<file path="config.mk">
export PLATFORM = sky130hd
export DESIGN_NAME = mouse_event_generator
export DESIGN_NICKNAME = d
export VERILOG_FILES = /design/src/hdl/meg_pkg.sv /design/src/hdl/meg_front.sv /design/src/hdl/meg_queue.sv /design/src/hdl/meg_back.sv /design/src/hdl/mouse_event_generator.sv
export SDC_FILE = /design/constraint.sdc
export NUM_CORES = 1
export LEC_CHECK = 0
export BUFFER_PORTS_ARGS = -buffer_cell sky130_fd_sc_hd__clkbuf_2
export CORE_AREA = 2 2 167 202
export DETAILED_ROUTE_END_ITERATION = 7
export DIE_AREA = 0 0 169 204
export HOLD_SLACK_MARGIN = 0.05
export PLACE_DENSITY = 0.72
export SYNTH_ARGS = -nofsm -noshare
export SYNTH_HDL_FRONTEND = slang
export SYNTH_SLANG_ARGS = --single-unit
</file>
<file path="constraint.sdc">
create_clock -name i_clk -period 5.1 [get_ports i_clk]
set_input_delay 1.02 -clock i_clk [delete_from_list [all_inputs] [get_ports i_clk]]
set_output_delay 1.02 -clock i_clk [all_outputs]
set_load 0.005 [all_outputs]
</file>
<file path="src/hdl/meg_pkg.sv">
// shared types and constants for the mouse event generator
package meg_pkg;

    localparam int COORD_W     = 16;
    localparam int BTN_W       = 3;
    localparam int NUM_BUTTONS = 3;
    localparam int BTN_USED    = (NUM_BUTTONS < BTN_W) ? NUM_BUTTONS : BTN_W;
    localparam logic [BTN_W-1:0] BTN_USED_MASK = BTN_W'((1 << BTN_USED) - 1);

    localparam int MEG_QUEUE_DEPTH = 2;

    localparam logic [COORD_W-1:0] PREV_RESET  = '1;
    localparam logic [COORD_W-1:0] TOP_X_RESET = 16'd1023;
    localparam logic [COORD_W-1:0] TOP_Y_RESET = 16'd767;

    typedef enum logic [1:0] {
        EV_MOVE  = 2'd0,
        EV_DOWN  = 2'd1,
        EV_UP    = 2'd2,
        EV_CLICK = 2'd3
    } t_ev_kind;

    typedef enum logic {
        CFG_SCREEN_WIDTH  = 1'b0,
        CFG_SCREEN_HEIGHT = 1'b1
    } t_cfg_index;

    // one classified sample, handed from front to back
    typedef struct packed {
        logic [COORD_W-1:0] x;
        logic [COORD_W-1:0] y;
        logic [BTN_W-1:0]   btn;
        logic               move;
        logic [BTN_W-1:0]   down;
        logic [BTN_W-1:0]   up;
        logic [COORD_W-1:0] cur_x;
        logic [COORD_W-1:0] cur_y;
    } t_job;

endpackage

</file>
<file path="src/hdl/meg_front.sv">
// front part: config registers, sample classification and tracked state
module meg_front
    import meg_pkg::*;
(
    input  logic               i_clk,
    input  logic               i_rst_n,
    input  logic               i_cfg_wr_en,
    input  logic               i_cfg_index,
    input  logic [COORD_W-1:0] i_cfg_data,
    input  logic               i_valid,
    input  logic [COORD_W-1:0] i_pos_x,
    input  logic [COORD_W-1:0] i_pos_y,
    input  logic [BTN_W-1:0]   i_button_bits,
    input  logic               i_q_full,
    output logic               o_ready,
    output logic               o_push,
    output t_job               o_job
);

    logic [COORD_W-1:0] r_top_x, r_top_y;
    logic [COORD_W-1:0] r_prev_x, r_prev_y;
    logic [BTN_W-1:0]   r_prev_btn;
    logic [COORD_W-1:0] r_cur_x, r_cur_y;
    logic [COORD_W-1:0] n_top;
    logic [COORD_W-1:0] clamp_x, clamp_y;
    logic [BTN_W-1:0]   changed;
    logic               move;
    logic               accept;

    function automatic logic [COORD_W-1:0] clamp_coord(
        input logic [COORD_W-1:0] v,
        input logic [COORD_W-1:0] top
    );
        logic [COORD_W-1:0] r;
        if (v[COORD_W-1]) begin
            r = '0;
        end else if (v > top) begin
            r = top;
        end else begin
            r = v;
        end
        return r;
    endfunction

    // a size of zero behaves as one
    assign n_top = (i_cfg_data == '0) ? '0 : i_cfg_data - COORD_W'(1);

    assign move    = (i_pos_x != r_prev_x) || (i_pos_y != r_prev_y);
    assign changed = (i_button_bits ^ r_prev_btn) & BTN_USED_MASK;
    assign clamp_x = clamp_coord(i_pos_x, r_top_x);
    assign clamp_y = clamp_coord(i_pos_y, r_top_y);

    assign o_ready = !i_q_full;
    assign accept  = i_valid && o_ready;

    always_comb begin
        o_job.x     = i_pos_x;
        o_job.y     = i_pos_y;
        o_job.btn   = i_button_bits;
        o_job.move  = move;
        o_job.down  = changed & i_button_bits;
        o_job.up    = changed & ~i_button_bits;
        o_job.cur_x = move ? clamp_x : r_cur_x;
        o_job.cur_y = move ? clamp_y : r_cur_y;
    end

    // samples with nothing to report leave no trace in the queue
    assign o_push = accept && (move || (changed != '0));

    always_ff @(posedge i_clk) begin
        if (!i_rst_n) begin
            r_top_x    <= TOP_X_RESET;
            r_top_y    <= TOP_Y_RESET;
            r_prev_x   <= PREV_RESET;
            r_prev_y   <= PREV_RESET;
            r_prev_btn <= '0;
            r_cur_x    <= '0;
            r_cur_y    <= '0;
        end else begin
            if (i_cfg_wr_en) begin
                case (t_cfg_index'(i_cfg_index))
                    CFG_SCREEN_WIDTH:  r_top_x <= n_top;
                    CFG_SCREEN_HEIGHT: r_top_y <= n_top;
                    default:           r_top_x <= r_top_x;
                endcase
            end
            if (accept) begin
                r_prev_btn <= i_button_bits;
                if (move) begin
                    r_prev_x <= i_pos_x;
                    r_prev_y <= i_pos_y;
                    r_cur_x  <= clamp_x;
                    r_cur_y  <= clamp_y;
                end
            end
        end
    end

endmodule

</file>
<file path="src/hdl/meg_queue.sv">
// short job queue between front and back
module meg_queue
    import meg_pkg::*;
#(
    parameter int QUEUE_DEPTH = MEG_QUEUE_DEPTH
) (
    input  logic i_clk,
    input  logic i_rst_n,
    input  logic i_push,
    input  t_job i_job,
    input  logic i_pop,
    output logic o_full,
    output logic o_empty,
    output t_job o_job
);

    localparam int PTR_W = (QUEUE_DEPTH > 1) ? $clog2(QUEUE_DEPTH) : 1;
    localparam int CNT_W = $clog2(QUEUE_DEPTH + 1);

    t_job             r_mem [QUEUE_DEPTH];
    logic [PTR_W-1:0] r_wr_ptr, r_rd_ptr;
    logic [CNT_W-1:0] r_count;
    logic             do_push, do_pop;

    function automatic logic [PTR_W-1:0] next_ptr(input logic [PTR_W-1:0] p);
        logic [PTR_W-1:0] r;
        if (p == PTR_W'(QUEUE_DEPTH - 1)) begin
            r = '0;
        end else begin
            r = p + PTR_W'(1);
        end
        return r;
    endfunction

    assign o_full  = (r_count == CNT_W'(QUEUE_DEPTH));
    assign o_empty = (r_count == '0);
    assign o_job   = r_mem[r_rd_ptr];
    assign do_push = i_push && !o_full;
    assign do_pop  = i_pop && !o_empty;

    always_ff @(posedge i_clk) begin
        if (do_push) begin
            r_mem[r_wr_ptr] <= i_job;
        end
    end

    always_ff @(posedge i_clk) begin
        if (!i_rst_n) begin
            r_wr_ptr <= '0;
            r_rd_ptr <= '0;
            r_count  <= '0;
        end else begin
            if (do_push) begin
                r_wr_ptr <= next_ptr(r_wr_ptr);
            end
            if (do_pop) begin
                r_rd_ptr <= next_ptr(r_rd_ptr);
            end
            case ({do_push, do_pop})
                2'b10:   r_count <= r_count + CNT_W'(1);
                2'b01:   r_count <= r_count - CNT_W'(1);
                default: r_count <= r_count;
            endcase
        end
    end

endmodule

</file>
<file path="src/hdl/meg_back.sv">
// back part: expands one job into its events, output register
module meg_back
    import meg_pkg::*;
(
    input  logic               i_clk,
    input  logic               i_rst_n,
    input  logic               i_q_empty,
    input  t_job               i_job,
    output logic               o_pop,
    output logic               o_valid,
    input  logic               i_ready,
    output logic [1:0]         o_event_kind,
    output logic [COORD_W-1:0] o_event_x,
    output logic [COORD_W-1:0] o_event_y,
    output logic [BTN_W-1:0]   o_event_buttons,
    output logic [COORD_W-1:0] o_cursor_x,
    output logic [COORD_W-1:0] o_cursor_y,
    output logic               o_last_of_run
);

    t_job             r_job;
    logic             r_busy;
    logic             r_mv;
    logic [BTN_W-1:0] r_dn, r_ck, r_up;
    logic             r_out_valid;
    t_ev_kind         r_kind;
    logic [BTN_W-1:0] r_btn;
    logic [COORD_W-1:0] r_x, r_y, r_cx, r_cy;
    logic             r_last;

    t_ev_kind         sel_kind;
    logic [BTN_W-1:0] sel_mask;
    logic             n_mv;
    logic [BTN_W-1:0] n_dn, n_ck, n_up;
    logic             sel_last;
    logic             found;
    logic             out_load;

    // pick the next pending event: move first, then buttons low to high
    always_comb begin
        sel_kind = EV_MOVE;
        sel_mask = r_job.btn;
        n_mv     = r_mv;
        n_dn     = r_dn;
        n_ck     = r_ck;
        n_up     = r_up;
        found    = 1'b0;
        if (r_mv) begin
            n_mv = 1'b0;
        end else begin
            for (int i = 0; i < BTN_W; i++) begin
                if (!found && (r_dn[i] || r_ck[i] || r_up[i])) begin
                    found    = 1'b1;
                    sel_mask = BTN_W'(1) << i;
                    if (r_dn[i]) begin
                        sel_kind = EV_DOWN;
                        n_dn[i]  = 1'b0;
                    end else if (r_ck[i]) begin
                        sel_kind = EV_CLICK;
                        n_ck[i]  = 1'b0;
                    end else begin
                        sel_kind = EV_UP;
                        n_up[i]  = 1'b0;
                    end
                end
            end
        end
        sel_last = !n_mv && (n_dn == '0) && (n_ck == '0) && (n_up == '0);
    end

    assign out_load = r_busy && (!r_out_valid || i_ready);
    assign o_pop    = !i_q_empty && (!r_busy || (out_load && sel_last));

    always_ff @(posedge i_clk) begin
        if (!i_rst_n) begin
            r_busy      <= 1'b0;
            r_mv        <= 1'b0;
            r_dn        <= '0;
            r_ck        <= '0;
            r_up        <= '0;
            r_out_valid <= 1'b0;
        end else begin
            if (o_pop) begin
                r_busy <= 1'b1;
                r_mv   <= i_job.move;
                r_dn   <= i_job.down;
                r_ck   <= i_job.down;
                r_up   <= i_job.up;
            end else if (out_load) begin
                r_busy <= !sel_last;
                r_mv   <= n_mv;
                r_dn   <= n_dn;
                r_ck   <= n_ck;
                r_up   <= n_up;
            end
            if (out_load) begin
                r_out_valid <= 1'b1;
            end else if (i_ready) begin
                r_out_valid <= 1'b0;
            end
        end
    end

    always_ff @(posedge i_clk) begin
        if (o_pop) begin
            r_job <= i_job;
        end
        if (out_load) begin
            r_kind <= sel_kind;
            r_btn  <= sel_mask;
            r_x    <= r_job.x;
            r_y    <= r_job.y;
            r_cx   <= r_job.cur_x;
            r_cy   <= r_job.cur_y;
            r_last <= sel_last;
        end
    end

    assign o_valid         = r_out_valid;
    assign o_event_kind    = r_kind;
    assign o_event_x       = r_x;
    assign o_event_y       = r_y;
    assign o_event_buttons = r_btn;
    assign o_cursor_x      = r_cx;
    assign o_cursor_y      = r_cy;
    assign o_last_of_run   = r_last;

endmodule

</file>
<file path="src/hdl/mouse_event_generator.sv">
// top level of the mouse event generator
//
// input channel (i_valid / o_ready) takes one pointer sample per item:
// signed position, three button bits and a change hint that is ignored
// output channel (o_valid / i_ready) gives one event per item: move, button
// down, button up or click, with the sample position, the clamped cursor
// and a flag on the last event of the sample
// the front classifies each sample in the cycle it is taken and drops
// samples with nothing to report; the rest go into a short job queue
// the back expands a job into its events, one per cycle while the receiver
// is ready, into an output register; a sample gives 1 to 7 events
// the first event of a sample passes the queue, the back's job register and
// the output register before it is valid
// unstalled rate is one event per cycle, limited by the single output port
// a stalled receiver holds the output register; the back then waits and
// the front keeps taking samples until the queue is full
// reset (synchronous, active low) sets the screen to 1024 x 768, the last
// position to minus one in both axes, buttons and cursor to zero, and
// empties queue and output
// config writes (i_cfg_wr_en) take effect at once; write only when idle
module mouse_event_generator
    import meg_pkg::*;
#(
    parameter int QUEUE_DEPTH = MEG_QUEUE_DEPTH
) (
    input  logic               i_clk,
    input  logic               i_rst_n,
    // config write port
    input  logic               i_cfg_wr_en,
    input  logic               i_cfg_index,
    input  logic [COORD_W-1:0] i_cfg_data,
    // sample channel
    input  logic               i_valid,
    output logic               o_ready,
    input  logic [COORD_W-1:0] i_pos_x,
    input  logic [COORD_W-1:0] i_pos_y,
    input  logic [BTN_W-1:0]   i_button_bits,
    input  logic               i_change_hint,
    // event channel
    output logic               o_valid,
    input  logic               i_ready,
    output logic [1:0]         o_event_kind,
    output logic [COORD_W-1:0] o_event_x,
    output logic [COORD_W-1:0] o_event_y,
    output logic [BTN_W-1:0]   o_event_buttons,
    output logic [COORD_W-1:0] o_cursor_x,
    output logic [COORD_W-1:0] o_cursor_y,
    output logic               o_last_of_run
);

    logic q_push, q_pop, q_full, q_empty;
    t_job push_job, pop_job;

    // i_change_hint carries no meaning for the events and is not used

    // classification and position / button / cursor tracking
    meg_front u_front (
        .i_clk         (i_clk),
        .i_rst_n       (i_rst_n),
        .i_cfg_wr_en   (i_cfg_wr_en),
        .i_cfg_index   (i_cfg_index),
        .i_cfg_data    (i_cfg_data),
        .i_valid       (i_valid),
        .i_pos_x       (i_pos_x),
        .i_pos_y       (i_pos_y),
        .i_button_bits (i_button_bits),
        .i_q_full      (q_full),
        .o_ready       (o_ready),
        .o_push        (q_push),
        .o_job         (push_job)
    );

    // decouples sample intake from event output
    meg_queue #(
        .QUEUE_DEPTH (QUEUE_DEPTH)
    ) u_queue (
        .i_clk   (i_clk),
        .i_rst_n (i_rst_n),
        .i_push  (q_push),
        .i_job   (push_job),
        .i_pop   (q_pop),
        .o_full  (q_full),
        .o_empty (q_empty),
        .o_job   (pop_job)
    );

    // event sequencer and output register
    meg_back u_back (
        .i_clk           (i_clk),
        .i_rst_n         (i_rst_n),
        .i_q_empty       (q_empty),
        .i_job           (pop_job),
        .o_pop           (q_pop),
        .o_valid         (o_valid),
        .i_ready         (i_ready),
        .o_event_kind    (o_event_kind),
        .o_event_x       (o_event_x),
        .o_event_y       (o_event_y),
        .o_event_buttons (o_event_buttons),
        .o_cursor_x      (o_cursor_x),
        .o_cursor_y      (o_cursor_y),
        .o_last_of_run   (o_last_of_run)
    );

endmodule

</file>
# ---- Word-level counts from Yosys, hierarchy flattened
# Memory sizes are Yosys's and may differ from the RTL's. A register that Yosys moved wholly into a read port is not among the register bits.
# Cells that the tools add are included.
dict set report totals {
  ff_bits 252
  ramBits 148
  output_inout_bits 72
  word_cells 150
  memories 1
}
# memory depth word_bits read_ports rd_ports_with_merged_regs write_ports line
set mem_list {}
lappend mem_list {u_queue.r_mem 2 74 1 1 1 meg_queue.sv:20} ;# t_job r_mem [QUEUE_DEPTH];
dict set report op_classes {
  n_addsub 5
  n_lt_le_gt_ge 2
  eq_ne 5
  n_mux 64
  n_bitwise 5
  reduce_logical 40
}
# op count
set op_table {}
lappend op_table {{$mux W16} 7}
lappend op_table {{$mux W3} 13}
lappend op_table {{$mux W1} 37}
lappend op_table {{$gt A16 B16 Y1} 2}
lappend op_table {{$ne A16 B16 Y1} 2}
lappend op_table {{$logic_not A16 Y1} 1}
lappend op_table {{$sub A16 B1 Y16 const B} 1}
lappend op_table {{$mux W2} 6}
lappend op_table {{$logic_and A1 B1 Y1} 11}
lappend op_table {{$logic_or A1 B1 Y1} 10}
lappend op_table {{$logic_not A3 Y1} 3}
lappend op_table {{$logic_not A1 Y1} 7}
lappend op_table {{$and A3 B3 Y3} 2}
lappend op_table {{$reduce_and A2 Y1} 3}
lappend op_table {{$reduce_bool A2 Y1} 3}
lappend op_table {{$eq A2 B2 Y1 const B} 2}
lappend op_table {{$pmux W2 S2} 1}
lappend op_table {{$not A3 Y3} 1}
lappend op_table {{$reduce_bool A3 Y1} 1}
lappend op_table {{$xor A3 B3 Y3} 1}
lappend op_table {{$add A1 B1 Y1 const B} 2}
lappend op_table {{$add A2 B1 Y2 const B} 1}
lappend op_table {{$eq A2 B1 Y1 const B} 1}
lappend op_table {{$logic_not A2 Y1} 1}
lappend op_table {{2 further kinds} 2}

# ---- Depth between registers and ports, before layout
dict set report logic_depth {
  ltp_word 21
  ltp_mapped 11
}

# ---- By module
# Synthesis repeated with hierarchy kept, for this count alone.
dict set report hier_totals {
  hier_cells 1244
  hier_area_um2 16363.2
}
# module n_inst cells_per_inst area_per_inst_um2 seq_area_each_um2
set by_module_without_submodules {}
lappend by_module_without_submodules {meg_front 1 752 5869.4 1981.9}
lappend by_module_without_submodules {meg_queue 1 256 5554.1 4544.4}
lappend by_module_without_submodules {meg_back 1 236 4939.7 4354.2}

# ---- Worst setup path before layout
# OpenSTA, ideal clock, no wires.
dict set report synth_path {
  kind {input to register}
  start {input i_ready}
  end {register u_back.r_ck[1]}
  setup_time_ns 0.134
  arrival_ns 5.321
  required_ns 4.966
  slack_ns -0.355
  path_stages 5
  n_path_buf 0
  cell_sequence {nor2b_1 -> nor2b_1 -> nand2b_1 -> o311ai_0 -> mux2i_1}
}
dict set report synth_via {
  elab_chain_len 6
}
# element line
set synth_lines {}
lappend synth_lines {{start, declared} mouse_event_generator.sv:41} ;# input logic i_ready,
lappend synth_lines {{$logic_or A1 B1 Y1 (*)} meg_back.sv:71} ;# assign out_load = r_busy && (!r_out_valid || i_ready);
lappend synth_lines {{$logic_and A1 B1 Y1 (*)} meg_back.sv:71}
lappend synth_lines {{named net u_back.out_load} meg_back.sv:37} ;# logic out_load;
lappend synth_lines {{$logic_and A1 B1 Y1} meg_back.sv:72} ;# assign o_pop = !i_q_empty && (!r_busy || (out_load && sel_last));
lappend synth_lines {{$logic_or A1 B1 Y1} meg_back.sv:72}
lappend synth_lines {{$logic_and A1 B1 Y1} meg_back.sv:72}
lappend synth_lines {{$mux W3 or $reduce_bool A2 Y1 (tied branches)} --}
lappend synth_lines {{end signal, assigned} meg_back.sv:87} ;# r_ck <= i_job.down;
lappend synth_lines {{end signal, assigned} meg_back.sv:93} ;# r_ck <= n_ck;
lappend synth_lines {{end, declared} meg_back.sv:24} ;# logic [BTN_W-1:0] r_dn, r_ck, r_up;
# The timed path passes the listed nets; every way through them passes the cells marked *.
# A chain may end at the register's enable or synchronous reset.

==> results by group <==
Synth
  • Top post-synthesis cells by area: edfxtp_1 (53%), dfxtp_1 (14%), mux2_2 (5.3%)
  • Predominant post-synthesis flop cell: edfxtp_1
  • Post-synth ARST share: 0
  • Synth warnings: 0
  • EDFF count, synth: around 290
  • Post-synth top area share: 0.534
  • Syn nets: around 1300
  • Netlist cell types: between 50 and 60
  • Count leader, synth: edfxtp_1
  • Mapped Cells: 1166
  • Syn Std Cell Area: between 15000 and 20000 µm²
  • Synthesized area per cell: 13.8 µm²
  • Yosys reg bits: 401
  • Biggest area consumer among synthesized cells: edfxtp_1
  • Post-synth top cells: edfxtp_1 (285), nand2_1 (146), dfxtp_1 (116)
  • Seq/Total Area, Yosys: 0.679

Critical path
  • Buf/Inv on CP: 2
  • Max incr delay on CP: 0.60 ns
  • Worst path required time: 5.29 ns
  • Crit Path Max Fanout: 39
  • Data arrival, critical path: 3.65 ns
  • Crit path cell chain: clkbuf_2 > xnor2_1 > nand4_1 > nor4_1 > and2_1 > buf_4 > or2_2 > o21ai_0
  • Largest delay share family, worst path: simple AND/OR/NAND/NOR gates
  • Crit. End Element: register
  • Critical Path Start Type: input pin
  • Worst path slowest cell: nor4_1
  • Crit Path Category: input pin to register

Layout
  • Fin cells: about 1700
  • Layout area overhead: 14.6%
  • Final Util: 0.562
  • # nets final: 1394
  • Diodes inserted: 0
  • Layout cells sized above 1: 0.220
  • Design Area, Final: 18400 µm²

Place
  • Port bufs: 128
  • Placed cell count: 1668
  • Routability cong.: 0.841
  • Post-DP HPWL: 21.8 mm
  • DP Area: 17100 µm²

Worst hold path
  • Min-Delay Path Class: register to register

Clock network
  • CTS clk-pin slew, worst paths: 0.07 ns
  • Post-CTS setup buffers: 0
  • Clk_lat worst skew: ~0.54 ns
  • CTS Buf Count: 38
  • Hold buffers post-CTS: 0
  • Post-CTS sizing: 0
  • Max H-tree Level: 2
  • Root Driver: clkbuf_16
  • CTS tree: yes
  • Deepest clock path buffer count: 3
  • CTS Sinks: 401

Global routing
  • GRT Residual Overflow: 0
  • First-pass GRT wire length: 49.7 mm
  • Global-route usage over all layers: 0.186
  • Initial antenna violation count: 0
  • Largest net degree at the start of global routing: 57
  • Vias in the first global route: 9280

Pwr
  • Leak pwr: 6.93 nW
  • Pwr dens: 504 nW/µm²
  • Peak supply drop: 0.270 mV

STA
  • Final Cycle Share: 0.679
  • RSZ-0062 raised after global routing: false
  • Worst Tran Pin Value: 0.851 ns
  • Final Slew Violations: 0
  • Final setup viols: 0
  • Fin crit period: 3.46 ns
  • Worst rel slew slack: 0.432
  • Fin. Hold Viols: 0
  • Max Clock Freq: 0.289 GHz
  • Fin Clk Skew: around 0.03 ns

Routing
  • Final antenna-violating net count: 0
  • Vias: 9535
  • Drt wl/cell: 18.5 µm
  • DRC viols: 0
  • Final wirelength: between 30 and 40 mm
  • First-pass iteration count of the detailed router: 6
  • Via density: 5.49
  • First-iteration detailed-routing DRC count: approximately 700

Floorplan
  • Row count: 73
  • Die Ht: 204 µm
  • IO Pins: 130
  • Initial Util: 0.490
  • Die Wd: 169 µm
  • Core ar.: between 30000 and 40000 µm²
  • Die area: 34500 µm²

Flow run
  • Max Cap Viol: 0

Outcome
  • Status: complete, no violations
-- metal layers --
layer	wire, µm	share of wire	GRT usage	vias to the layer above
met5	0	0	0	-
met4	835	0.026	0.0598	0
met3	1780	0.056	0.0318	55
met2	15400	0.48	0.310	254
met1	14000	0.44	0.250	4658
li1	-	-	-	4568
-- worst paths after layout --
path	cells past startpoint	startpoint	to	slack (ns)
max	8	i_pos_y[5]	u_queue.r_mem[1][16]$_DFFE_PP_	1.64
max reg2reg	9	u_front.r_top_x[1]$_SDFFE_PN1P_	u_queue.r_mem[0][28]$_DFFE_PP_	1.97
min reg2reg	0	u_back.r_job[67]$_DFFE_PP_	u_back.o_event_x[9]$_DFFE_PP_	0.41
min	0	u_back.r_job[67]$_DFFE_PP_	u_back.o_event_x[9]$_DFFE_PP_	0.41
-- logic make-up (layout without fill, tap and decap cells) --
family,Yosys count,after routing,synth area share
AO/OA/AOI/OAI,163,163,0.0641
XOR/XNOR,46,46,0.0251
adder cells (fa/ha/maj),42,42,0.0325
buffers and inverters,103,262,0.0260
flip-flops,401,401,0.679
multiplexers,147,147,0.0977
AND/OR/NAND/NOR,264,264,0.0759
-- cells in the final DEF, fill, tap and decap left out, types with 10 or more instances in the layout --
cell type | netlist | routed
o21ai_1 | 23 | 23
nand3_1 | 10 | 10
dfxtp_1 | 116 | 115
nand4_1 | 19 | 19
edfxtp_1 | 285 | 285
xnor2_1 | 41 | 41
buf_4 | 3 | 13
nand2_1 | 146 | 146
o211ai_1 | 20 | 20
inv_1 | 50 | 50
o22ai_1 | 32 | 32
ha_1 | 40 | 40
mux2i_1 | 71 | 71
a21oi_1 | 25 | 24
clkbuf_16 | 0 | 43
clkbuf_1 | 38 | 11
nor3_1 | 14 | 14
clkbuf_2 | 0 | 127
o21ai_0 | 28 | 28
nor2_1 | 31 | 29
mux2_2 | 76 | 76
-- metrics by stage --
step           total power [W]  TNS, ns  setup WS, ns  hold WS [ns]
2_1_floorplan          0.00597   -33.37        -0.225         0.400
3_3_place_gp           0.00650        0          1.08         0.400
3_5_place_dp           0.00658        0          1.06         0.405
4_1_cts                0.00937        0          1.60         0.413
5_1_grt                0.00970        0          1.48         0.418
6_report               0.00926        0          1.64         0.411
-- flip-flops by register name, indices dropped and copies added (netlist names), 16 cells and up, named ones only --
register           flops
u_front.r_top_x       16
u_back.o_event_y      16
u_back.o_cursor_x     16
u_back.r_job          67
u_back.o_cursor_y     16
u_front.r_cur_y       16
u_front.r_cur_x       16
u_front.r_top_y       16
u_front.r_prev_y      16
u_back.o_event_x      16
u_queue.r_mem        148
u_front.r_prev_x      16
-- power breakdown --
part / switching (W) / total, W / internal, W
Combinational: 0.00102 / 0.00168 / 0.000659
Clock: 0.00115 / 0.00279 / 0.00163
Sequential: 0.000291 / 0.00480 / 0.00450
-- final cells by class --
class | instances | area [µm²]
multi-input cells | 662 | 4780
flip-flops and latches | 401 | 10900
well taps | 412 | 515
inverters | 51 | 191
fillers | 2637 | 14300
clock inverters | 11 | 91.3
repair buffers | 142 | 758
clock buffers | 58 | 1160
Power figures use the tool's default switching activity.
